File: src/design/jsu_pkg.sv
package jsu_pkg;

  // Default number of decoded commands held between front and back
  localparam int QUEUE_DEPTH = 4;

  // Result kinds as seen on the output channel
  typedef enum logic [1:0] {
    KIND_DATA = 2'd0,
    KIND_DONE = 2'd1,
    KIND_ERR  = 2'd2
  } kind_t;

  // One decoded command: up to four result words, bytes[0] goes out first
  typedef struct packed {
    kind_t           kind;
    logic [1:0]      last_idx;
    logic [3:0][7:0] bytes;
  } cmd_t;

  // Characters with a meaning of their own
  localparam logic [7:0] CHAR_QUOTE  = 8'h22;
  localparam logic [7:0] CHAR_BSLASH = 8'h5C;
  localparam logic [7:0] CHAR_SLASH  = 8'h2F;
  localparam logic [7:0] CHAR_SPACE  = 8'h20;
  localparam logic [7:0] CHAR_U      = 8'h75;
  localparam logic [7:0] CHAR_B      = 8'h62;
  localparam logic [7:0] CHAR_F      = 8'h66;
  localparam logic [7:0] CHAR_N      = 8'h6E;
  localparam logic [7:0] CHAR_R      = 8'h72;
  localparam logic [7:0] CHAR_T      = 8'h74;

  // Surrogate ranges
  localparam logic [15:0] HIGH_SUR_LO = 16'hD800;
  localparam logic [15:0] HIGH_SUR_HI = 16'hDBFF;
  localparam logic [15:0] LOW_SUR_LO  = 16'hDC00;
  localparam logic [15:0] LOW_SUR_HI  = 16'hDFFF;
  localparam logic [20:0] SUPP_BASE   = 21'h10000;

  // Decode one hex digit, either case: {valid, value}
  function automatic logic [4:0] hex_nibble(input logic [7:0] c);
    logic [4:0] r;
    r = '0;
    if (c inside {[8'h30:8'h39]}) begin
      r = {1'b1, c[3:0]};
    end else if (c inside {[8'h41:8'h46], [8'h61:8'h66]}) begin
      r = {1'b1, c[3:0] + 4'd9};
    end
    return r;
  endfunction

  // Build a command that gives a single result word
  function automatic cmd_t single_cmd(input kind_t kind, input logic [7:0] b);
    cmd_t c;
    c = '0;
    c.kind = kind;
    c.bytes[0] = b;
    return c;
  endfunction

  // Encode a code point as one to four UTF-8 bytes
  function automatic cmd_t utf8_cmd(input logic [20:0] cp);
    cmd_t c;
    c = '0;
    c.kind = KIND_DATA;
    if (cp <= 21'h7F) begin
      c.bytes[0] = cp[7:0];
      c.last_idx = 2'd0;
    end else if (cp <= 21'h7FF) begin
      c.bytes[0] = 8'hC0 | {3'b000, cp[10:6]};
      c.bytes[1] = 8'h80 | {2'b00, cp[5:0]};
      c.last_idx = 2'd1;
    end else if (cp <= 21'hFFFF) begin
      c.bytes[0] = 8'hE0 | {4'b0000, cp[15:12]};
      c.bytes[1] = 8'h80 | {2'b00, cp[11:6]};
      c.bytes[2] = 8'h80 | {2'b00, cp[5:0]};
      c.last_idx = 2'd2;
    end else begin
      c.bytes[0] = 8'hF0 | {5'b00000, cp[20:18]};
      c.bytes[1] = 8'h80 | {2'b00, cp[17:12]};
      c.bytes[2] = 8'h80 | {2'b00, cp[11:6]};
      c.bytes[3] = 8'h80 | {2'b00, cp[5:0]};
      c.last_idx = 2'd3;
    end
    return c;
  endfunction

endpackage

File: src/design/jsu_in_if.sv
interface jsu_in_if;
  logic       valid;
  logic       ready;
  logic [7:0] in_byte;
  logic       end_of_text;

  modport source (output valid, output in_byte, output end_of_text, input ready);
  modport sink (input valid, input in_byte, input end_of_text, output ready);
endinterface

File: src/design/jsu_out_if.sv
interface jsu_out_if;
  logic       valid;
  logic       ready;
  logic [7:0] out_byte;
  logic [1:0] kind;
  logic       last_of_run;

  modport source (output valid, output out_byte, output kind, output last_of_run,
                  input ready);
  modport sink (input valid, input out_byte, input kind, input last_of_run,
                output ready);
endinterface

File: src/design/json_string_unescaper_unit.sv
// A result word passes from the parser through the command queue and then the emitter's output register.
// Throughput: one input word per cycle unless the queue is full; a \u escape emits 1 to 4 result
//   words, one per cycle while the sink is ready; up to QueueDepth decoded commands wait in the queue.
// Input ready drops only while that queue is full; the emitter's output register decouples sinks.
// Reset (rst, synchronous, active high): parser waits for an opening quote, queue and output empty.
module json_string_unescaper_unit #(
  parameter int QueueDepth = jsu_pkg::QUEUE_DEPTH
) (
  input logic       clk,
  input logic       rst,
  jsu_in_if.sink    text,
  jsu_out_if.source result
);

  logic          q_full;
  logic          push;
  jsu_pkg::cmd_t push_cmd;
  logic          pop;
  logic          head_valid;
  jsu_pkg::cmd_t head;

  jsu_front u_front (
    .clk      (clk),
    .rst      (rst),
    .text     (text),
    .q_full   (q_full),
    .push     (push),
    .push_cmd (push_cmd)
  );

  jsu_queue #(.Depth(QueueDepth)) u_queue (
    .clk        (clk),
    .rst        (rst),
    .push       (push),
    .push_cmd   (push_cmd),
    .pop        (pop),
    .full       (q_full),
    .head_valid (head_valid),
    .head       (head)
  );

  jsu_back u_back (
    .clk        (clk),
    .rst        (rst),
    .head_valid (head_valid),
    .head       (head),
    .pop        (pop),
    .result     (result)
  );

endmodule

File: src/design/jsu_front.sv
module jsu_front (
  input  logic          clk,
  input  logic          rst,
  jsu_in_if.sink        text,
  input  logic          q_full,
  output logic          push,
  output jsu_pkg::cmd_t push_cmd
);

  typedef enum logic [2:0] {
    PH_WAIT = 3'd0,
    PH_STR  = 3'd1,
    PH_ESC  = 3'd2,
    PH_HEX  = 3'd3,
    PH_LBS  = 3'd4,
    PH_LU   = 3'd5,
    PH_LHEX = 3'd6
  } phase_t;

  phase_t      phase, phase_next;
  logic [1:0]  hex_count, hex_count_next;
  logic [15:0] code_accum, code_accum_next;
  logic [9:0]  high_half, high_half_next;

  logic          accept;
  logic          fail;
  logic          emit;
  logic [7:0]    b;
  logic [4:0]    hex;
  jsu_pkg::cmd_t cmd;

  assign text.ready = !q_full;
  assign accept = text.valid && text.ready;
  assign b = text.in_byte;
  assign hex = jsu_pkg::hex_nibble(b);

  // Classify the word against the current phase
  always_comb begin
    phase_next = phase;
    hex_count_next = hex_count;
    code_accum_next = code_accum;
    high_half_next = high_half;
    fail = 1'b0;
    emit = 1'b0;
    cmd = jsu_pkg::single_cmd(jsu_pkg::KIND_DATA, b);
    if (text.end_of_text) begin
      fail = 1'b1;
    end else begin
      case (phase)
        PH_STR: begin
          if (b < jsu_pkg::CHAR_SPACE) begin
            fail = 1'b1;
          end else if (b == jsu_pkg::CHAR_QUOTE) begin
            emit = 1'b1;
            cmd = jsu_pkg::single_cmd(jsu_pkg::KIND_DONE, 8'h00);
            phase_next = PH_WAIT;
          end else if (b == jsu_pkg::CHAR_BSLASH) begin
            phase_next = PH_ESC;
          end else begin
            emit = 1'b1;
          end
        end
        PH_ESC: begin
          phase_next = PH_STR;
          emit = 1'b1;
          case (b)
            jsu_pkg::CHAR_QUOTE, jsu_pkg::CHAR_BSLASH, jsu_pkg::CHAR_SLASH: ;
            jsu_pkg::CHAR_B: cmd = jsu_pkg::single_cmd(jsu_pkg::KIND_DATA, 8'h08);
            jsu_pkg::CHAR_F: cmd = jsu_pkg::single_cmd(jsu_pkg::KIND_DATA, 8'h0C);
            jsu_pkg::CHAR_N: cmd = jsu_pkg::single_cmd(jsu_pkg::KIND_DATA, 8'h0A);
            jsu_pkg::CHAR_R: cmd = jsu_pkg::single_cmd(jsu_pkg::KIND_DATA, 8'h0D);
            jsu_pkg::CHAR_T: cmd = jsu_pkg::single_cmd(jsu_pkg::KIND_DATA, 8'h09);
            jsu_pkg::CHAR_U: begin
              emit = 1'b0;
              phase_next = PH_HEX;
              hex_count_next = 2'd0;
              code_accum_next = 16'h0000;
            end
            default: begin
              emit = 1'b0;
              fail = 1'b1;
            end
          endcase
        end
        PH_HEX, PH_LHEX: begin
          if (!hex[4]) begin
            fail = 1'b1;
          end else begin
            code_accum_next = {code_accum[11:0], hex[3:0]};
            if (hex_count != 2'd3) begin
              hex_count_next = hex_count + 2'd1;
            end else begin
              hex_count_next = 2'd0;
              if (phase == PH_HEX) begin
                if (code_accum_next >= jsu_pkg::HIGH_SUR_LO &&
                    code_accum_next <= jsu_pkg::HIGH_SUR_HI) begin
                  high_half_next = code_accum_next[9:0];
                  phase_next = PH_LBS;
                end else if (code_accum_next >= jsu_pkg::LOW_SUR_LO &&
                             code_accum_next <= jsu_pkg::LOW_SUR_HI) begin
                  fail = 1'b1;
                end else begin
                  emit = 1'b1;
                  cmd = jsu_pkg::utf8_cmd({5'b00000, code_accum_next});
                  phase_next = PH_STR;
                end
              end else begin
                if (code_accum_next < jsu_pkg::LOW_SUR_LO ||
                    code_accum_next > jsu_pkg::LOW_SUR_HI) begin
                  fail = 1'b1;
                end else begin
                  emit = 1'b1;
                  cmd = jsu_pkg::utf8_cmd(jsu_pkg::SUPP_BASE +
                                          {1'b0, high_half, code_accum_next[9:0]});
                  phase_next = PH_STR;
                end
              end
            end
          end
        end
        PH_LBS: begin
          if (b == jsu_pkg::CHAR_BSLASH) phase_next = PH_LU;
          else fail = 1'b1;
        end
        PH_LU: begin
          if (b == jsu_pkg::CHAR_U) begin
            phase_next = PH_LHEX;
            hex_count_next = 2'd0;
            code_accum_next = 16'h0000;
          end else begin
            fail = 1'b1;
          end
        end
        default: begin
          if (b == jsu_pkg::CHAR_QUOTE) begin
            phase_next = PH_STR;
          end else if (!(b inside {[8'h09:8'h0D], jsu_pkg::CHAR_SPACE})) begin
            fail = 1'b1;
          end
        end
      endcase
    end
    // Drop back to waiting on any failure
    if (fail) begin
      emit = 1'b1;
      cmd = jsu_pkg::single_cmd(jsu_pkg::KIND_ERR, 8'h00);
      phase_next = PH_WAIT;
      hex_count_next = 2'd0;
      code_accum_next = 16'h0000;
    end
  end

  assign push = accept && emit;
  assign push_cmd = cmd;

  // Advance parser state on each accepted word
  always_ff @(posedge clk) begin
    if (rst) begin
      phase <= PH_WAIT;
      hex_count <= 2'd0;
      code_accum <= 16'h0000;
      high_half <= 10'd0;
    end else if (accept) begin
      phase <= phase_next;
      hex_count <= hex_count_next;
      code_accum <= code_accum_next;
      high_half <= high_half_next;
    end
  end

endmodule

File: src/design/jsu_queue.sv
module jsu_queue #(
  parameter int Depth = jsu_pkg::QUEUE_DEPTH
) (
  input  logic          clk,
  input  logic          rst,
  input  logic          push,
  input  jsu_pkg::cmd_t push_cmd,
  input  logic          pop,
  output logic          full,
  output logic          head_valid,
  output jsu_pkg::cmd_t head
);

  localparam int PtrW = $clog2(Depth);
  localparam int CntW = $clog2(Depth + 1);

  jsu_pkg::cmd_t entries [Depth];
  logic [PtrW-1:0] wr_ptr;
  logic [PtrW-1:0] rd_ptr;
  logic [CntW-1:0] count;

  assign full = (count == CntW'(Depth));
  assign head_valid = (count != '0);
  assign head = entries[rd_ptr];

  // Store pushed commands
  always_ff @(posedge clk) begin
    if (push) entries[wr_ptr] <= push_cmd;
  end

  // Advance pointers and occupancy
  always_ff @(posedge clk) begin
    if (rst) begin
      wr_ptr <= '0;
      rd_ptr <= '0;
      count <= '0;
    end else begin
      if (push) wr_ptr <= (wr_ptr == PtrW'(Depth - 1)) ? '0 : wr_ptr + 1'b1;
      if (pop) rd_ptr <= (rd_ptr == PtrW'(Depth - 1)) ? '0 : rd_ptr + 1'b1;
      if (push && !pop) count <= count + 1'b1;
      else if (pop && !push) count <= count - 1'b1;
    end
  end

  a_no_overflow: assert property (@(posedge clk) disable iff (rst)
    full |-> !push)
    else $error("command pushed into full queue");

  a_no_underflow: assert property (@(posedge clk) disable iff (rst)
    pop |-> head_valid)
    else $error("command popped from empty queue");

endmodule

File: src/design/jsu_back.sv
module jsu_back (
  input  logic          clk,
  input  logic          rst,
  input  logic          head_valid,
  input  jsu_pkg::cmd_t head,
  output logic          pop,
  jsu_out_if.source     result
);

  logic [1:0] idx;
  logic       load;
  logic       at_last;

  assign load = head_valid && (!result.valid || result.ready);
  assign at_last = (idx == head.last_idx);
  assign pop = load && at_last;

  // Load the next word of the head command into the output register
  always_ff @(posedge clk) begin
    if (rst) begin
      result.valid <= 1'b0;
      idx <= 2'd0;
    end else begin
      if (load) begin
        result.valid <= 1'b1;
        idx <= at_last ? 2'd0 : idx + 2'd1;
      end else if (result.ready) begin
        result.valid <= 1'b0;
      end
    end
  end

  always_ff @(posedge clk) begin
    if (load) begin
      result.out_byte <= head.bytes[idx];
      result.kind <= head.kind;
      result.last_of_run <= at_last;
    end
  end

  a_status_is_last: assert property (@(posedge clk) disable iff (rst)
    result.valid && result.kind != jsu_pkg::KIND_DATA |-> result.last_of_run)
    else $error("done or error word not marked last");

  a_idx_in_range: assert property (@(posedge clk) disable iff (rst)
    head_valid |-> idx <= head.last_idx)
    else $error("word index past end of command");

endmodule
File: src/flat_wrapper.sv
// flat-port wrapper written by rule: the top's interface ports become plain ports
module json_string_unescaper_unit_flat 
#(
  parameter int QueueDepth = jsu_pkg::QUEUE_DEPTH
)
  (clk, rst, text_valid, text_in_byte, text_end_of_text, text_ready, result_valid, result_out_byte, result_kind, result_last_of_run, result_ready);
  jsu_in_if text_i ();
  jsu_out_if result_i ();
  input logic clk;
  input logic rst;
  input wire logic [$bits(text_i.valid)-1:0] text_valid;
  input wire logic [$bits(text_i.in_byte)-1:0] text_in_byte;
  input wire logic [$bits(text_i.end_of_text)-1:0] text_end_of_text;
  output wire logic [$bits(text_i.ready)-1:0] text_ready;
  output wire logic [$bits(result_i.valid)-1:0] result_valid;
  output wire logic [$bits(result_i.out_byte)-1:0] result_out_byte;
  output wire logic [$bits(result_i.kind)-1:0] result_kind;
  output wire logic [$bits(result_i.last_of_run)-1:0] result_last_of_run;
  input wire logic [$bits(result_i.ready)-1:0] result_ready;
  assign text_i.valid = text_valid;
  assign text_i.in_byte = text_in_byte;
  assign text_i.end_of_text = text_end_of_text;
  assign text_ready = text_i.ready;
  assign result_valid = result_i.valid;
  assign result_out_byte = result_i.out_byte;
  assign result_kind = result_i.kind;
  assign result_last_of_run = result_i.last_of_run;
  assign result_i.ready = result_ready;
  json_string_unescaper_unit #(.QueueDepth(QueueDepth)) u_core (.clk(clk), .rst(rst), .text(text_i), .result(result_i));
endmodule
File: config.mk
export PLATFORM = sky130hd
export DESIGN_NAME = json_string_unescaper_unit_flat
export DESIGN_NICKNAME = d
export VERILOG_FILES = /design/src/design/jsu_pkg.sv /design/src/design/jsu_in_if.sv /design/src/design/jsu_out_if.sv /design/src/design/json_string_unescaper_unit.sv /design/src/design/jsu_front.sv /design/src/design/jsu_queue.sv /design/src/design/jsu_back.sv /design/src/flat_wrapper.sv
export SDC_FILE = /design/constraint.sdc
export NUM_CORES = 1
export LEC_CHECK = 0
export BUFFER_PORTS_ARGS = -buffer_cell sky130_fd_sc_hd__buf_4
export CORE_MARGIN = 5
export CORE_UTILIZATION = 65
export CTS_BUF_LIST = sky130_fd_sc_hd__clkbuf_4 sky130_fd_sc_hd__clkbuf_8
export CTS_CLUSTER_SIZE = 16
export DETAILED_ROUTE_END_ITERATION = 6
export GPL_ROUTABILITY_DRIVEN = 0
export PLACE_DENSITY = 0.83
export SYNTH_ARGS = -nofsm -noshare
export SYNTH_HDL_FRONTEND = slang
export SYNTH_SLANG_ARGS = --single-unit
File: constraint.sdc
create_clock -name clk -period 5.1 [get_ports clk]
set_clock_uncertainty 0.15 [all_clocks]
set_input_delay 0.51 -clock clk [delete_from_list [all_inputs] [get_ports clk]]
set_output_delay 0.51 -clock clk [all_outputs]
set_load 0.01 [all_outputs]
==> flow_summary.toml, run 1 <==
[clock_network]
cts_made_buffers = 17
htree_levels = 4
cts_setup_buffers = 0
hold_buffers = 0
clock_path_buffers = 2
clock_latency_ns = 0.46
clock_sinks = 178
cts_resized = 0
cts_root_buf = "clkbuf_8"
path_clk_slew_ns = 0.09
tritoncts = "built"

[placed_design]
dpl_cell_area_um2 = 9191
io_buffers = 25
dp_hpwl_mm = 14.35
dp_slack_ns = 0.6223

[route]
drt_iter0_markers = 977
dr.pass1.iters = 7
wl_per_cell_um = 22.50
num_vias = 6194
ant_nets = 0
finalWirelength_mm = 20.31
drc = 0
avgViaCountPerCell = 6.859

[final_layout]
area_growth_pct = 7.441
nets = 742
drive_gt1_share_pct = 18.02
antenna_cells = 0
finalInstanceArea_um2 = 9557

[logic_synthesis]
seq_area_frac_synth_pct = 55.70
synth_cells = 706
ys_ff_latch = 178
synthFlopType = "edfxtp_1"
synth_edf_count = 139
synth_cell_type_count = 79
syn_avg_cell_area_um2 = 12.60
syn_nets = 734
netlist_area_um2 = 8895
yosysWarnings = 0
ys_async_sr_fraction_pct = 0

[run]
drv_cap = 0

[pwr]
power_density_nw_per_um2 = 376.8
switchingPower_mw = 1.041
pwr-share-seq_pct = 52.3
p_int_mw = 2.560
peakVddDrop_uv = 323.8
finalPower_mw = 3.601
power_frac_comb_pct = 23.7
leakagePower_nw = 3.260
power.share.clock_pct = 24.1
p_sw_share_pct = 28.90

[worst_setup_path]
worstPathRequired_ns = 5.35
path_max_fanout = 16
rrSetupSlack_ns = 0.83
rr_startpoint = "u_core.u_front.phase[1]$_SDFFE_PP0P_"
r2r_end = "u_core.u_queue.count[2]$_SDFFE_PP0P_"
crit_type = "flip-flop to flip-flop"
worstSetupStartpointType = "flip-flop"
end_kind = "flip-flop"
r2r_cells = 12
critPathArrivalTime_ns = 4.51

[sta]
max_freq_mhz = 234.4
rsz0062_at_grt = "no"
setup_viol = 0
hold_viol = 0
final_max_slew_viol_count = 0
fin_setup_tns_ns = 0
relSlewSlack_pct = 29.74
finalCritPeriodShare_pct = 83.65
tightest_slew_ns = 1.054
finalCriticalPeriod_ns = 4.266
setup_ws_ns = 0.8337

[grt]
grt_use_met1_pct = 35.59
grt.busiest_layer = "met2"
grt_use_total_pct = 26.09
grt_max_degree = 33
grt_remaining_overflow = 0
grt_pass1_wl_mm = 32.46
antenna_found_initial = 1
grt_pass1_vias = 5953
grt_use_met3_pct = 4.716
grtUsageMet2_pct = 40.60

[floorplan]
num_io_pins = 26
core_area_um2 = 13350
die_height_um = 127.0
initial_core_util_pct = 66.64
die_area_um2 = 16120
rows = 42
die_w_um = 127.0

[min_path]
hp-start = "result_ready"
min_path_cells = 4
holdPathEnd = "u_core.u_back.result.valid$_SDFFE_PP0P_"
hold_path.class = "input port to flip-flop"

[status]
status = "finished clean"
==> cell type report <==
class | count | area (um^2)
Clock buffer | 19 | 261.5
Multi-Input combinational cell | 456 | 3647
Clock inverter | 13 | 103.9
Tap cell | 176 | 220.2
Sequential cell | 178 | 4956
Fill cell | 876 | 3791
Timing Repair Buffer | 37 | 277.8
Inverter | 24 | 90.09
==> worst max path at each step <==
stage                                           endpoint  depth (start not counted)                            startpoint  slack (ns)
finish              u_core.u_queue.count[2]$_SDFFE_PP0P_                         12  u_core.u_front.phase[1]$_SDFFE_PP0P_        0.83
global route        u_core.u_queue.count[2]$_SDFFE_PP0P_                         12  u_core.u_front.phase[1]$_SDFFE_PP0P_        0.48
CTS                 u_core.u_queue.count[2]$_SDFFE_PP0P_                         12  u_core.u_front.phase[1]$_SDFFE_PP0P_        0.86
detailed placement  u_core.u_queue.count[2]$_SDFFE_PP0P_                         15                       text_in_byte[0]        0.62
global placement    u_core.u_queue.count[2]$_SDFFE_PP0P_                         15                       text_in_byte[0]        0.78
floorplan           u_core.u_queue.count[2]$_SDFFE_PP0P_                         15                       text_in_byte[0]        1.18
==> synthesized netlist by cell type (all sizes together), types with 9 or more instances <==
cell    count  area [um^2]
edfxtp    139         4174
nor2       73        274.0
dfxtp      39        780.8
mux4       38        855.8
nand2      34        127.6
a21oi      30        157.7
clkbuf     28        105.1
inv        23        86.33
o21ai      23        115.1
nand3      21        110.1
buf        20        101.4
mux2i      17        170.2
a22o       15        131.4
ha         14        175.2
a211oi     12        90.09
nor3       12        65.06
nor4       10        105.1
nor2b       9        56.30
o31ai       9        67.56
==> state kept, by name (all words and copies together) (netlist names), 2 cells and up, named ones only <==
name / flops
u_core.u_front.hex_count: 2
u_core.u_front.phase: 3
u_core.u_back.result.kind: 2
u_core.u_back.result.out_byte: 8
u_core.u_back.idx: 2
u_core.u_front.high_half: 10
u_core.u_queue.rd_ptr: 2
u_core.u_queue.wr_ptr: 2
u_core.u_queue.entries: 128
u_core.u_front.code_accum: 12
u_core.u_queue.count: 3
==> layer usage <==
metal / vias up / wire length [um]
met4: 2 / 1032
met3: 85 / 1563
li1: 2778 / -
met5: - / 49
met2: 351 / 9615
met1: 2978 / 8053
==> per-stage QoR <==
stage               util (%)  instances  hold slack [ns]
floorplan                  -        706           0.3036
global placement       68.86        871           0.3135
detailed placement     68.86        871           0.3253
CTS                    71.60        903           0.1931
global route           71.60        903           0.2347
finish                 71.60        903           0.2130
==> layout by cell type (no fill, tap or decap), types with 4 or more instances in the layout <==
| master | count |
|---|---|
| xnor2_1 | 4 |
| or3_1 | 8 |
| buf_4 | 37 |
| nand4_1 | 4 |
| o32ai_1 | 5 |
| mux2_2 | 4 |
| mux2i_1 | 17 |
| clkinvlp_4 | 4 |
| a22oi_1 | 4 |
| nand2_1 | 34 |
| inv_1 | 23 |
| clkbuf_8 | 19 |
| nor3b_1 | 4 |
| nor4_1 | 6 |
| nor2b_1 | 9 |
| nand2b_1 | 8 |
| o22ai_1 | 5 |
| o21ai_1 | 6 |
| mux4_2 | 38 |
| nor3_1 | 11 |
| nand3_1 | 20 |
| a21oi_1 | 27 |
| o31ai_1 | 9 |
| ha_1 | 14 |
| and2_1 | 6 |
| o21ai_0 | 17 |
| dfxtp_1 | 38 |
| a22o_1 | 15 |
| and3_1 | 6 |
| a31oi_1 | 7 |
| nor2_1 | 73 |
| o21a_1 | 5 |
| a221oi_1 | 4 |
| xor2_1 | 4 |
| a211oi_1 | 12 |
| edfxtp_1 | 139 |
| o211ai_1 | 6 |
| clkinv_4 | 4 |
==> worst max-delay path, cell delays in order (launching register included) <==
cell,delay (ns)
dfxtp_1,0.63
clkinv_1,0.40
nor2_1,0.27
nand2_1,0.16
or4b_1,0.50
and3_1,0.35
a21oi_2,0.36
ha_1,0.25
inv_1,0.07
fa_1,0.44
xor2_1,0.18
or3_1,0.30
a21oi_1,0.14
==> power groups by stage <==
stage / Combinational [mW] / Clock (mW) / Sequential, mW
5_1_grt: 0.924 / 0.950 / 1.90
4_1_cts: 0.864 / 0.876 / 1.89
3_5_place_dp: 0.860 / 0 / 1.92
3_3_place_gp: 0.830 / 0 / 1.91
6_report: 0.852 / 0.866 / 1.88
2_1_floorplan: 0.621 / 0 / 1.87
==> kinds of logic after synthesis <==
logic type | synth area share, %
buffers and inverters | 3.334
flip-flops | 55.70
adder cells (fa/ha/maj) | 2.194
XOR/XNOR | 0.7877
AO/OA/AOI/OAI | 12.69
AND/OR/NAND/NOR | 12.87
multiplexers | 12.42
No activity file was read; power rests on OpenSTA's default activity.
==> run 2: changes to the inputs <==
--- a/config.mk
+++ b/config.mk
@@ -7,12 +7,12 @@
 export LEC_CHECK = 0
 export BUFFER_PORTS_ARGS = -buffer_cell sky130_fd_sc_hd__buf_4
 export CORE_MARGIN = 5
-export CORE_UTILIZATION = 65
+export CORE_UTILIZATION = 58
 export CTS_BUF_LIST = sky130_fd_sc_hd__clkbuf_4 sky130_fd_sc_hd__clkbuf_8
 export CTS_CLUSTER_SIZE = 16
 export DETAILED_ROUTE_END_ITERATION = 6
 export GPL_ROUTABILITY_DRIVEN = 0
-export PLACE_DENSITY = 0.83
+export PLACE_DENSITY = 0.78
 export SYNTH_ARGS = -nofsm -noshare
 export SYNTH_HDL_FRONTEND = slang
 export SYNTH_SLANG_ARGS = --single-unit
==> constraint.sdc (replaced) <==
create_clock -name clk -period 3.78 [get_ports clk]
set_clock_uncertainty 0.15 [all_clocks]
set_input_delay 0.378 -clock clk [delete_from_list [all_inputs] [get_ports clk]]
set_output_delay 0.378 -clock clk [all_outputs]
set_load 0.01 [all_outputs]
==> flow_summary.toml, run 2 (same netlist as run 1, synthesis figures left out) <==
[route]
drc = 0
wl_per_cell_um = 22.57
num_vias = 6408
avgViaCountPerCell = 6.710
finalWirelength_mm = 21.56
drt_iter0_markers = 754
dr.pass1.iters = 7
ant_nets = 0

[floorplan]
num_io_pins = 26
initial_core_util_pct = 58.73
rows = 45
die_height_um = 133.8
core_area_um2 = 15150
die_w_um = 133.8
die_area_um2 = 17910

[worst_setup_path]
worstPathRequired_ns = 3.86
path_buf_inv = 5
critical_path.slowest_cell = "nor3_1"
r2r_end = "u_core.u_queue.count[2]$_SDFFE_PP0P_"
end_kind = "flip-flop"
path_max_fanout = 14
critPathArrivalTime_ns = 3.63
crit_path_end = "u_core.u_queue.entries[2][27]$_DFFE_PP_"
rrSetupSlack_ns = 0.29
crit_top_cell = "buf_4"
r2r_cells = 12
cp_top_family = "simple AND/OR/NAND/NOR gates"
path_depth = 14
slowest_delay_ns = 0.44
crit_path_start = "text_in_byte[1]"
worstSetupStartpointType = "input port"
path_cells = "buf_4 -> inv_1 -> ha_1 -> nand2_1 -> o41ai_1 -> o41ai_1 -> a2111oi_2 -> and3_1 -> buf_4 -> inv_1 -> buf_4 -> nor2_1 -> nand3_2 -> nor3_1"
rr_startpoint = "u_core.u_front.code_accum[7]$_SDFFE_PP0P_"
crit_type = "input port to flip-flop"

[grt]
grt_remaining_overflow = 0
grt_pass1_wl_mm = 34.16
grt_max_degree = 33
grt_pass1_vias = 6304
grt_use_total_pct = 24.69
antenna_found_initial = 0

[placed_design]
dp_hpwl_mm = 14.94
dp_cells = 923
dp_slack_ns = -0.08596
io_buffers = 25

[clock_network]
clock_path_buffers = 2
clock_latency_ns = 0.46
cts_root_buf = "clkbuf_8"
hold_buffers = 0
htree_levels = 4
tritoncts = "built"
cts_made_buffers = 17
clock_sinks = 178
path_clk_slew_ns = 0.08

[sta]
setup_ws_ns = 0.2232
finalCriticalPeriod_ns = 3.557
setup_viol = 0
tightest_slew_ns = 0.9357
finalCritPeriodShare_pct = 94.10
relSlewSlack_pct = 37.49
hold_viol = 0
max_freq_mhz = 281.1
final_max_slew_viol_count = 0
rsz0062_at_grt = "no"

[run]
drv_cap = 0

[final_layout]
finalNonFillerCells = 955
largest_register_ff_count = 128
final_cell_mix = "edfxtp_1, nor2_1, buf_4"
multi_input_area_um2 = 3661
top_regs = "u_core.u_queue.entries (128), u_core.u_front.code_accum (12), u_core.u_front.high_half (10)"
fill_cells = 1121
drive_gt1_share_pct = 22.43
seqCellArea_um2 = 4956
area_growth_pct = 11.90
antenna_cells = 0
nets = 782
final_common_cell = "edfxtp_1"
max_flop_register = "u_core.u_queue.entries"

[pwr]
power_frac_comb_pct = 25.4
switchingPower_mw = 1.374
p_sw_share_pct = 27.81
peakVddDrop_uv = 302.9
leakagePower_nw = 3.491
pwr-share-seq_pct = 50.0
p_int_mw = 3.566
power_density_nw_per_um2 = 496.3
power.share.clock_pct = 24.6

[status]
status = "finished clean"

[min_path]
min_path_cells = 4
hold_path.class = "input port to flip-flop"
[run 2: worst register-to-register path, cell delays in order, from the launching register on]
cell	delay, ns
dfxtp_1	0.44
nand4_1	0.21
nor4_2	0.28
o221ai_1	0.25
a221oi_1	0.38
o31ai_1	0.17
a21oi_4	0.20
ha_1	0.21
inv_1	0.07
fa_1	0.43
xor2_1	0.18
or3_1	0.30
a21oi_1	0.14
[run 2: stage by stage]
step           setup TNS (ns)  hold slack, ns  utilization, %  cell area (um^2)  power, mW
2_1_floorplan               0          0.3036               -              8902      3.360
3_3_place_gp          -0.4303          0.3132           63.23              9577      3.743
3_5_place_dp           -1.030          0.3380           63.23              9577      3.791
4_1_cts                     0         0.02563           65.68              9947      4.990
5_1_grt                     0         0.04107           65.72              9953      5.184
6_report                    0         0.04869           65.72              9953      4.940
[run 2: per-layer routing]
| metal | GRT usage, % | share of wire (%) | wire length [um] |
|---|---|---|---|
| met1 | 31.64 | 39 | 8389 |
| met3 | 5.251 | 8.7 | 1869 |
| met2 | 39.81 | 47 | 10190 |
| met4 | 13.03 | 5.2 | 1114 |
| met5 | 0 | 0 | 0 |
[run 2: timing repair]
action                     4_1_cts  5_1_grt
setup buffers                    0        0
gates resized for setup          0        1
setup endpoints to repair        0        1
[run 2: layout make-up]
class / count / share of cell area [%]
Clock inverter: 10 / 0.8674
Timing Repair Buffer: 77 / 6.436
Clock buffer: 22 / 2.854
Tap cell: 188 / 2.363
Multi-Input combinational cell: 456 / 36.78
Sequential cell: 178 / 49.79
Inverter: 24 / 0.9051
[run 2: how the worst min path moves through the flow]
stage / start / end / slack [ns]
floorplan: u_core.u_front.hex_count[1]$_SDFFE_PP0P_ / u_core.u_front.hex_count[1]$_SDFFE_PP0P_ / 0.30
global placement: u_core.u_queue.rd_ptr[0]$_SDFFE_PP0P_ / flip-flop / 0.31
detailed placement: u_core.u_queue.rd_ptr[0]$_SDFFE_PP0P_ / flip-flop / 0.34
CTS: result_ready / u_core.u_back.result.valid$_SDFFE_PP0P_ / 0.03
global route: result_ready / u_core.u_back.result.valid$_SDFFE_PP0P_ / 0.04
finish: result_ready / u_core.u_back.result.valid$_SDFFE_PP0P_ / 0.05
[run 2: power groups by stage]
stage                     Combinational, mW  Sequential (mW)  Clock (mW)
after floorplan                       0.840             2.52           0
after global placement                 1.24             2.50           0
after detailed placement               1.27             2.52           0
after CTS                              1.28             2.47        1.24
after global routing                   1.37             2.50        1.32
final                                  1.25             2.47        1.22
==> run 3: changes to the inputs <==
--- a/config.mk
+++ b/config.mk
@@ -7,12 +7,13 @@
 export LEC_CHECK = 0
 export BUFFER_PORTS_ARGS = -buffer_cell sky130_fd_sc_hd__buf_4
 export CORE_MARGIN = 5
-export CORE_UTILIZATION = 58
+export CORE_UTILIZATION = 59
 export CTS_BUF_LIST = sky130_fd_sc_hd__clkbuf_4 sky130_fd_sc_hd__clkbuf_8
 export CTS_CLUSTER_SIZE = 16
 export DETAILED_ROUTE_END_ITERATION = 6
 export GPL_ROUTABILITY_DRIVEN = 0
-export PLACE_DENSITY = 0.78
+export PLACE_DENSITY = 0.76
 export SYNTH_ARGS = -nofsm -noshare
 export SYNTH_HDL_FRONTEND = slang
+export SYNTH_HIERARCHICAL = 1
 export SYNTH_SLANG_ARGS = --single-unit
==> flow_summary.toml, run 3 <==
[status]
status = "finished clean"

[floorplan]
core_area_um2 = 16470
num_io_pins = 26
die_w_um = 139.1
die_height_um = 139.1
initial_core_util_pct = 59.73
rows = 47
die_area_um2 = 19350

[logic_synthesis]
synthAdderAreaFrac_pct = 1.984
netlist_area_um2 = 9836
synthFlopType = "edfxtp_1"
yosys.area.top_type = "edfxtp_1"
syn_avg_cell_area_um2 = 12.72
synth.top_cell.area_share_pct = 47.32
synth_mux_area_share_pct = 13.36
synth_edf_count = 155
seq_area_frac_synth_pct = 55.26
netlist_top_cells_count = "edfxtp_1, nor2_1, a21oi_1"
synth_compound_area_share_pct = 11.77
synth_cells = 773
yosysMostFrequentCell = "edfxtp_1"
synth_top_family_by_area = "multiplexers"
yosysWarnings = 6
synth_cell_type_count = 92
ys_async_sr_fraction_pct = 0
yosys.area_share.xor_xnor_pct = 0.7887
synthTopCellsByArea = "edfxtp_1, mux4_2, dfxtp_1"
synth-simple-area-share_pct = 13.00
ys_ff_latch = 194

[grt]
grt_use_total_pct = 24.33
grt.busiest_layer = "met2"
grt_use_met1_pct = 32.66
grt_pass1_vias = 6828
grt_pass1_wl_mm = 37.13
antenna_found_initial = 0
grt_remaining_overflow = 0
grtUsageMet2_pct = 39.40
grt_use_met3_pct = 5.345
grt_max_degree = 41

[worst_setup_path]
path_max_fanout = 12
critPathArrivalTime_ns = 3.90
crit_path_start = "u_core/u_front/phase[0]$_SDFFE_PP0P_"
rr_startpoint = "u_core/u_front/phase[0]$_SDFFE_PP0P_"
end_kind = "flip-flop"
crit_type = "flip-flop to flip-flop"
worstSetupStartpointType = "flip-flop"
worstPathRequired_ns = 4.04

[clock_network]
clock_sinks = 194
cts_setup_buffers = 0
cts_resized = 0
path_clk_slew_ns = 0.10
hold_buffers = 0
cts_made_buffers = 17
clock_latency_ns = 0.47
cts_root_buf = "clkbuf_8"
tritoncts = "built"
clock_path_buffers = 2
htree_levels = 4

[pwr]
peakVddDrop_uv = 370.5
power_density_nw_per_um2 = 485.5
leakagePower_nw = 3.584
finalPower_mw = 5.261

[final_layout]
finalInstanceArea_um2 = 10840
final_cell_mix = "edfxtp_1, buf_4, nor2_1"
fill_cells = 1196
max_flop_register = "u_core/u_queue/entries"
multi_input_area_um2 = 4050
top_regs = "u_core/u_queue/entries (144), u_core/u_front/code_accum (12), u_core/u_front/high_half (10)"
seqCellArea_um2 = 5438
antenna_cells = 0
largest_register_ff_count = 144
nets = 851
final_common_cell = "edfxtp_1"
post-route-util_pct = 65.81
drive_gt1_share_pct = 22.75
area_growth_pct = 10.16

[sta]
finalCritPeriodShare_pct = 96.38
final_max_slew_viol_count = 0
relSlewSlack_pct = 23.71
max_freq_mhz = 274.5
hold_viol = 0
fin_setup_tns_ns = 0
setup_viol = 0
rsz0062_at_grt = "no"
finalCriticalPeriod_ns = 3.643
tightest_slew_ns = 1.141

[run]
drv_cap = 0

[route]
avgViaCountPerCell = 6.711
drc = 0
ant_nets = 0
drt_iter0_markers = 987
dr.pass1.iters = 7
num_vias = 7080
wl_per_cell_um = 22.11
finalWirelength_mm = 23.33

[min_path]
hp-start = "result_ready"
hold_path.class = "input port to flip-flop"

[placed_design]
dpl_cell_area_um2 = 10470
io_buffers = 25
dp_hpwl_mm = 15.98
[run 3: worst paths after layout]
check / endpoint / slack (ns) / depth (start not counted)
hold / removal: u_core/u_back/result.valid$_SDFFE_PP0P_ / 0.11 / 3
setup reg to reg: u_core/u_queue/count[2]$_SDFFE_PP0P_ / 0.14 / 13
setup / recovery: u_core/u_queue/count[2]$_SDFFE_PP0P_ / 0.14 / 13
hold reg to reg: u_core/u_front/hex_count[1]$_SDFFE_PP0P_ / 0.35 / 2
[run 3: through the flow]
| step | worst slack, ns | hold slack [ns] | cells |
|---|---|---|---|
| floorplan | 0.02731 | 0.2971 | 775 |
| global placement | -0.03853 | 0.3077 | 1024 |
| detailed placement | -0.1103 | 0.3300 | 1024 |
| CTS | 0.03255 | 0.08515 | 1055 |
| global route | 0.01858 | 0.1389 | 1055 |
| finish | 0.1367 | 0.1106 | 1055 |
[run 3: routing by layer]
| metal | part of all wire, % | routed length [um] |
|---|---|---|
| met4 | 3.5 | 808 |
| met3 | 8.9 | 2066 |
| met1 | 39 | 9175 |
| met2 | 48 | 11280 |
| met5 | 0 | 0 |
[run 3: layout make-up]
cell class	instances	share of cell area, %
Clock buffer	17	2.159
Clock inverter	14	1.155
Inverter	22	0.7621
Multi-Input combinational cell	509	37.38
Sequential cell	194	50.18
Tap cell	220	2.540
Timing Repair Buffer	79	5.820
[run 3: kinds of logic (layout without fill, tap and decap cells)]
family / Yosys count / in the layout
AO/OA/AOI/OAI: 171 / 171
XOR/XNOR: 8 / 8
adder cells (fa/ha/maj): 15 / 15
buffers and inverters: 72 / 132
flip-flops: 194 / 194
multiplexers: 71 / 71
other: 1 / 3
AND/OR/NAND/NOR: 241 / 241
[run 3: critical path, cell delays in order (launching register included)]
cell and delay (ns):
dfxtp_2 0.46, nand3b_1 0.31, and4_2 0.42, o32ai_1 0.42, a221oi_2 0.18, nand2_2 0.10
a21oi_1 0.07, nor2_2 0.18, ha_1 0.21, inv_1 0.06, fa_1 0.38, xor2_1 0.17
or3_1 0.32, a21oi_1 0.15
[run 3: report_power, final]
group	internal [mW]	switching (mW)
Sequential	2.60	0.109
Combinational	0.671	0.665
Clock	0.474	0.747
Total	3.74	1.52
